`src/design/vpa_pkg.sv`:
```
// Shared types and constants for the variable partition allocator.
// No dependencies; every other design file imports this package.
package vpa_pkg;

	localparam int MEM_UNITS = 1024;
	localparam int MAX_SEGS  = 1024;
	localparam int AW        = $clog2(MAX_SEGS);      // table index width
	localparam int SW        = $clog2(MEM_UNITS) + 1; // segment size width
	localparam int CW        = $clog2(MAX_SEGS) + 1;  // segment count width
	localparam int LW        = 16;                    // eviction LFSR width
	localparam int RW        = 11;                    // request_size width
	localparam int EW        = 10;                    // eviction_count width
	localparam int HW        = 11;                    // holes_examined width
	localparam int IW        = 2;                     // config index width

	localparam logic [IW-1:0] REG_FIT_POLICY  = 2'd0;
	localparam logic [IW-1:0] REG_VICTIM_SEED = 2'd1;

	localparam logic [1:0] POL_BEST  = 2'd0;
	localparam logic [1:0] POL_WORST = 2'd1;

	typedef struct packed {
		logic [SW-1:0] size;
		logic          hole;
	} ent_t;

	typedef enum logic [4:0] {
		S_IDLE, S_SCAN_RD, S_SCAN_EV, S_DECIDE, S_EVST, S_DIV, S_VF_RD, S_VF_EV,
		S_RN_RD, S_MERGE, S_MLOOP, S_MSH_RD, S_MSH_WR, S_MEND, S_PLACE, S_PLOOP,
		S_PSH_RD, S_PSH_WR, S_PFIX_R, S_PFIX_L, S_FIN
	} state_t;

	typedef enum logic [3:0] {
		CMD_NONE, CMD_START, CMD_SCAN_RD, CMD_SCAN_EV, CMD_EV_START, CMD_DIV,
		CMD_VF_RD, CMD_VF_EV, CMD_RN_RD, CMD_MERGE, CMD_MSH_RD, CMD_MSH_WR,
		CMD_MEND, CMD_PLACE, CMD_PSH_RD, CMD_PSH_WR
	} cmd_base_t;

	typedef struct packed {
		cmd_base_t op;
		logic      fix_r;
		logic      fix_l;
		logic      fin;
	} cmd_t;

	typedef struct packed {
		logic scan_stop;
		logic fit_ok;
		logic none_left;
		logic div_last;
		logic vf_hit;
		logic vf_last;
		logic shift_more;
		logic merged_ok;
		logic split;
		logic psh_more;
		logic out_free;
	} stat_t;

endpackage

```
`src/design/vpa_ctrl.sv`:
```
// Sequencer for the allocator: scan, eviction, merge shift, split shift, result.
// Depends on vpa_pkg; drives commands into vpa_dp and reads its status.
module vpa_ctrl (
	input  logic           clk,
	input  logic           arst_n,
	input  logic           req_valid,
	output logic           req_ready,
	input  vpa_pkg::stat_t st,
	output vpa_pkg::cmd_t  cmd
);
	import vpa_pkg::*;

	state_t state_q, state_d;

	always_ff @(posedge clk or negedge arst_n) begin
		if (!arst_n) state_q <= S_IDLE;
		else state_q <= state_d;
	end

	always_comb begin
		state_d   = state_q;
		req_ready = 1'b0;
		cmd       = '{op: CMD_NONE, fix_r: 1'b0, fix_l: 1'b0, fin: 1'b0};
		case (state_q)
			S_IDLE: begin
				req_ready = 1'b1;
				if (req_valid) begin
					cmd.op  = CMD_START;
					state_d = S_SCAN_RD;
				end
			end
			S_SCAN_RD: begin
				cmd.op  = CMD_SCAN_RD;
				state_d = S_SCAN_EV;
			end
			S_SCAN_EV: begin
				cmd.op  = CMD_SCAN_EV;
				state_d = st.scan_stop ? S_DECIDE : S_SCAN_RD;
			end
			S_DECIDE: begin
				if (st.fit_ok) state_d = S_PLACE;
				else if (st.none_left) state_d = S_FIN;
				else state_d = S_EVST;
			end
			S_EVST: begin
				cmd.op  = CMD_EV_START;
				state_d = S_DIV;
			end
			S_DIV: begin
				cmd.op = CMD_DIV;
				if (st.div_last) state_d = S_VF_RD;
			end
			S_VF_RD: begin
				cmd.op  = CMD_VF_RD;
				state_d = S_VF_EV;
			end
			S_VF_EV: begin
				cmd.op = CMD_VF_EV;
				if (st.vf_hit) state_d = S_RN_RD;
				else if (st.vf_last) state_d = S_FIN;
				else state_d = S_VF_RD;
			end
			S_RN_RD: begin
				cmd.op  = CMD_RN_RD;
				state_d = S_MERGE;
			end
			S_MERGE: begin
				cmd.op  = CMD_MERGE;
				state_d = S_MLOOP;
			end
			S_MLOOP: state_d = st.shift_more ? S_MSH_RD : S_MEND;
			S_MSH_RD: begin
				cmd.op  = CMD_MSH_RD;
				state_d = S_MSH_WR;
			end
			S_MSH_WR: begin
				cmd.op  = CMD_MSH_WR;
				state_d = S_MLOOP;
			end
			S_MEND: begin
				cmd.op = CMD_MEND;
				if (st.merged_ok) state_d = S_PLACE;
				else if (st.none_left) state_d = S_FIN;
				else state_d = S_EVST;
			end
			S_PLACE: begin
				cmd.op  = CMD_PLACE;
				state_d = st.split ? S_PLOOP : S_FIN;
			end
			S_PLOOP: state_d = st.psh_more ? S_PSH_RD : S_PFIX_R;
			S_PSH_RD: begin
				cmd.op  = CMD_PSH_RD;
				state_d = S_PSH_WR;
			end
			S_PSH_WR: begin
				cmd.op  = CMD_PSH_WR;
				state_d = S_PLOOP;
			end
			S_PFIX_R: begin
				cmd.fix_r = 1'b1;
				state_d   = S_PFIX_L;
			end
			S_PFIX_L: begin
				cmd.fix_l = 1'b1;
				state_d   = S_FIN;
			end
			S_FIN: begin
				cmd.fin = 1'b1;
				if (st.out_free) state_d = S_IDLE;
			end
			default: state_d = S_IDLE;
		endcase
	end

endmodule

```
`config.mk`:
```
export PLATFORM = sky130hd
export DESIGN_NAME = vpa_ctrl
export DESIGN_NICKNAME = d
export VERILOG_FILES = /design/src/design/vpa_pkg.sv /design/src/design/vpa_ctrl.sv
export SDC_FILE = /design/constraint.sdc
export NUM_CORES = 1
export LEC_CHECK = 0
export BUFFER_PORTS_ARGS = -buffer_cell sky130_fd_sc_hd__buf_2
export CAP_MARGIN = 10
export CORE_MARGIN = 2
export CORE_UTILIZATION = 52
export CTS_BUF_LIST = sky130_fd_sc_hd__clkbuf_8
export DETAILED_ROUTE_END_ITERATION = 10
export PLACE_DENSITY = 0.87
export SLEW_MARGIN = 20
export SYNTH_ARGS = -nofsm -noshare
export SYNTH_HDL_FRONTEND = slang
export SYNTH_SLANG_ARGS = --single-unit
```
`constraint.sdc`:
```
create_clock -name clk -period 1.7 [get_ports clk]
set_input_delay 0.17 -clock clk [delete_from_list [all_inputs] [get_ports clk]]
set_output_delay 0.17 -clock clk [all_outputs]
set_load 0.005 [all_outputs]
```
==> flow_metrics.tcl <==
set metrics [dict create \
    vias 931 \
    hold_start "st[0]" \
    finClkSkew_ps 2.692 \
    mostFrequentLayoutCells "21 x buf_2, 14 x buf_4, 12 x nand2_1" \
    reg_top3 "state_q (5)" \
    synth_cells 101 \
    dieHeight_um 40.94 \
    place_area_um2 885.9 \
    final_net_count 148 \
    status "finished, violations left" \
    fin_util 0.7390 \
    cpLargestDelayFamily "compound AO/OA/AOI/OAI gates" \
    placed_cells 143 \
    worst_slack_ps -5.031 \
    yosys_warnings 0 \
    grt_usage 0.3153 \
    antenna_found_initial 0 \
    cp.arrival_ps 1540 \
    clock_sinks 5 \
    drive_gt1_frac 0.3684 \
    drtIter0Drc 53 \
    hold_path_class "input pin to flip-flop" \
    fin_cells 148 \
    synth-edff-count 0 \
    crit_path_max_incr_delay_ps 440 \
    path_class "flip-flop to output pin" \
    synth_seq_cells 5 \
    ant_nets 0 \
    remaining_drc_errors 0 \
    dr.pass1.iters 5 \
    slew_viol_final 0 \
    syn-cell-area_um2 709.4 \
    ys_types 40 \
    ir_worst_vdd_uv 1497 \
    synth_fp_nets 115 \
    multi_input_area_um2 511.7 \
    synth_seq_area_share 0.1764 \
    fmax_mhz 586.5 \
    cts_tree "built" \
    cts_setup_buffers 0 \
    stdcell_area_um2 949.7 \
    worst-path-buf-inv 1 \
    clk_pin_slew_ps 40 \
    pin_count 22 \
    timing.critical_path.fanout_max 6 \
    grt-ovfl-total 0 \
    setup_viol 1 \
    die_w_um 40.94 \
    wire_per_inst_um 16.01 \
    failed_checks "negative setup slack" \
    initial_core_util 0.5521 \
    r2r_start "state_q[2]" \
    io_buffers 21 \
    dp_slack_ps 87.69 \
    crit_chain "nor2b_2, o211ai_1, o21ai_0, a22o_1, buf_2" \
    seq_area_um2 128.9 \
    core_um2 1285 \
    relSlewSlack 0.6745 \
    cts_buffers 3 \
    grt_first_pass_wirelength_um 3394 \
    grt_start_max_net_pins 12 \
    clockRootBuffer "clkbuf_8" \
    worst_pin_slew_ps 481.5 \
    antenna_cells 0 \
    drv_cap 0 \
    final_common_cell "buf_2" \
    fill_cells 99 \
    rows 13 \
    dp.final_hpwl_um 1686 \
    power_per_cell_area_nw_per_um2 2145 \
    startpoint "state_q[4]" \
    hold_violations 0 \
    clk_latency_ps 230 \
    largest_reg_flops 5 \
    area_growth_pct 33.86 \
    cp-end-kind "output pin" \
    finalSetupTns_ps -5.031 \
    avgSynthCellArea_um2 7.024 \
    rsz0062_at_grt "yes" \
    synth_ff_type "dfrtp_1" \
    synthArstFlopShare 1.000 \
    cts_buffer_depth 2 \
    via_per_inst 6.291 \
    largest-register "state_q" \
    fin_crit_sh 1.003 \
    startpoint_type "flip-flop" \
    die_area_um2 1676 \
    htreeDepth 1 \
    grt_pass1_vias 764 \
    place.gp.congestion 0.9742 \
    min_period_ps 1705 \
    cp_slowest_cell "dfrtp_2" \
    cp.required_ps 1530 \
    routed_wl_um 2369 \
    leakagePower_uw 0.0004531 \
]
[worst paths after layout]
path	to	slack [ps]	cells past startpoint
min in group asynchronous	state_q[2]	290	2
worst max-delay path	cmd[3]	-5	5
worst min-delay path	state_q[4]	190	2
worst min register to register	state_q[4]	740	2
worst max register to register	state_q[0]	50	5
max in group asynchronous	state_q[1]	1260	2
[layout make-up]
cell class / count / area share
Multi-Input combinational cell: 82 / 0.5389
Timing Repair Buffer: 36 / 0.2319
Sequential cell: 5 / 0.1357
Clock buffer: 3 / 0.04348
Inverter: 6 / 0.02635
Tap cell: 15 / 0.01976
Clock inverter: 1 / 0.003953
[repair_timing]
action / in CTS / in global routing
hold endpoints to repair: 5 / 0
hold buffers: 1 / 0
pin swaps: 1 / 0
endpoints found under the setup margin: 5 / 4
resized for setup: 4 / 2
[synthesized netlist by cell type, drive strengths merged (2+ instances only)]
cell	number	area (um^2)
nand2b	5	31.28
inv	6	25.03
nand4b	2	17.52
o221ai	2	17.52
nor3	3	15.01
o22ai	3	18.77
a31oi	2	12.51
a21oi	7	35.03
o211ai	3	22.52
o21ai	5	28.78
buf	8	52.55
nor2b	4	25.02
a211o	2	17.52
nor2	11	43.80
dfrtp	5	125.1
nand2	12	45.04
a221oi	2	23.77
a21boi	2	15.01
[logic make-up after synthesis]
family | count (synthesis) | share of synthesized area
AND/OR/NAND/NOR | 44 | 0.3228
flip-flops | 5 | 0.1764
XOR/XNOR | 2 | 0.02470
buffers and inverters | 14 | 0.1094
AO/OA/AOI/OAI | 36 | 0.3669
[report_power, final]
part	switching [uW]	internal [uW]	leakage, uW	total [uW]
Clock	71.7	156	0.0000269	228
Sequential	127	189	0.0000587	316
Combinational	791	703	0.000368	1490
Total	989	1050	0.000453	2040
[per-stage QoR]
stage	total power, uW	hold WS (ps)
after floorplan	1275	-125.6
after global placement	1705	-15.46
after detailed placement	1739	-10.03
after CTS	1997	190.5
after global routing	2190	210.6
final	2037	186.6
[metal layers]
layer | up-vias | part of all wire | track usage
li1 | 437 | - | -
met1 | 429 | 0.39 | 0.3783
met2 | 57 | 0.48 | 0.5234
met3 | 8 | 0.10 | 0.05978
met4 | 0 | 0.030 | 0.1667
met5 | - | 0 | 0
[worst register-to-register path: stages (launching register included)]
cell and delay (ps):
dfrtp_1 480, inv_4 90, or4_4 510, o21ai_2 170, a221oi_2 70, a21bo_1 210
Power figures use the tool's default switching activity.
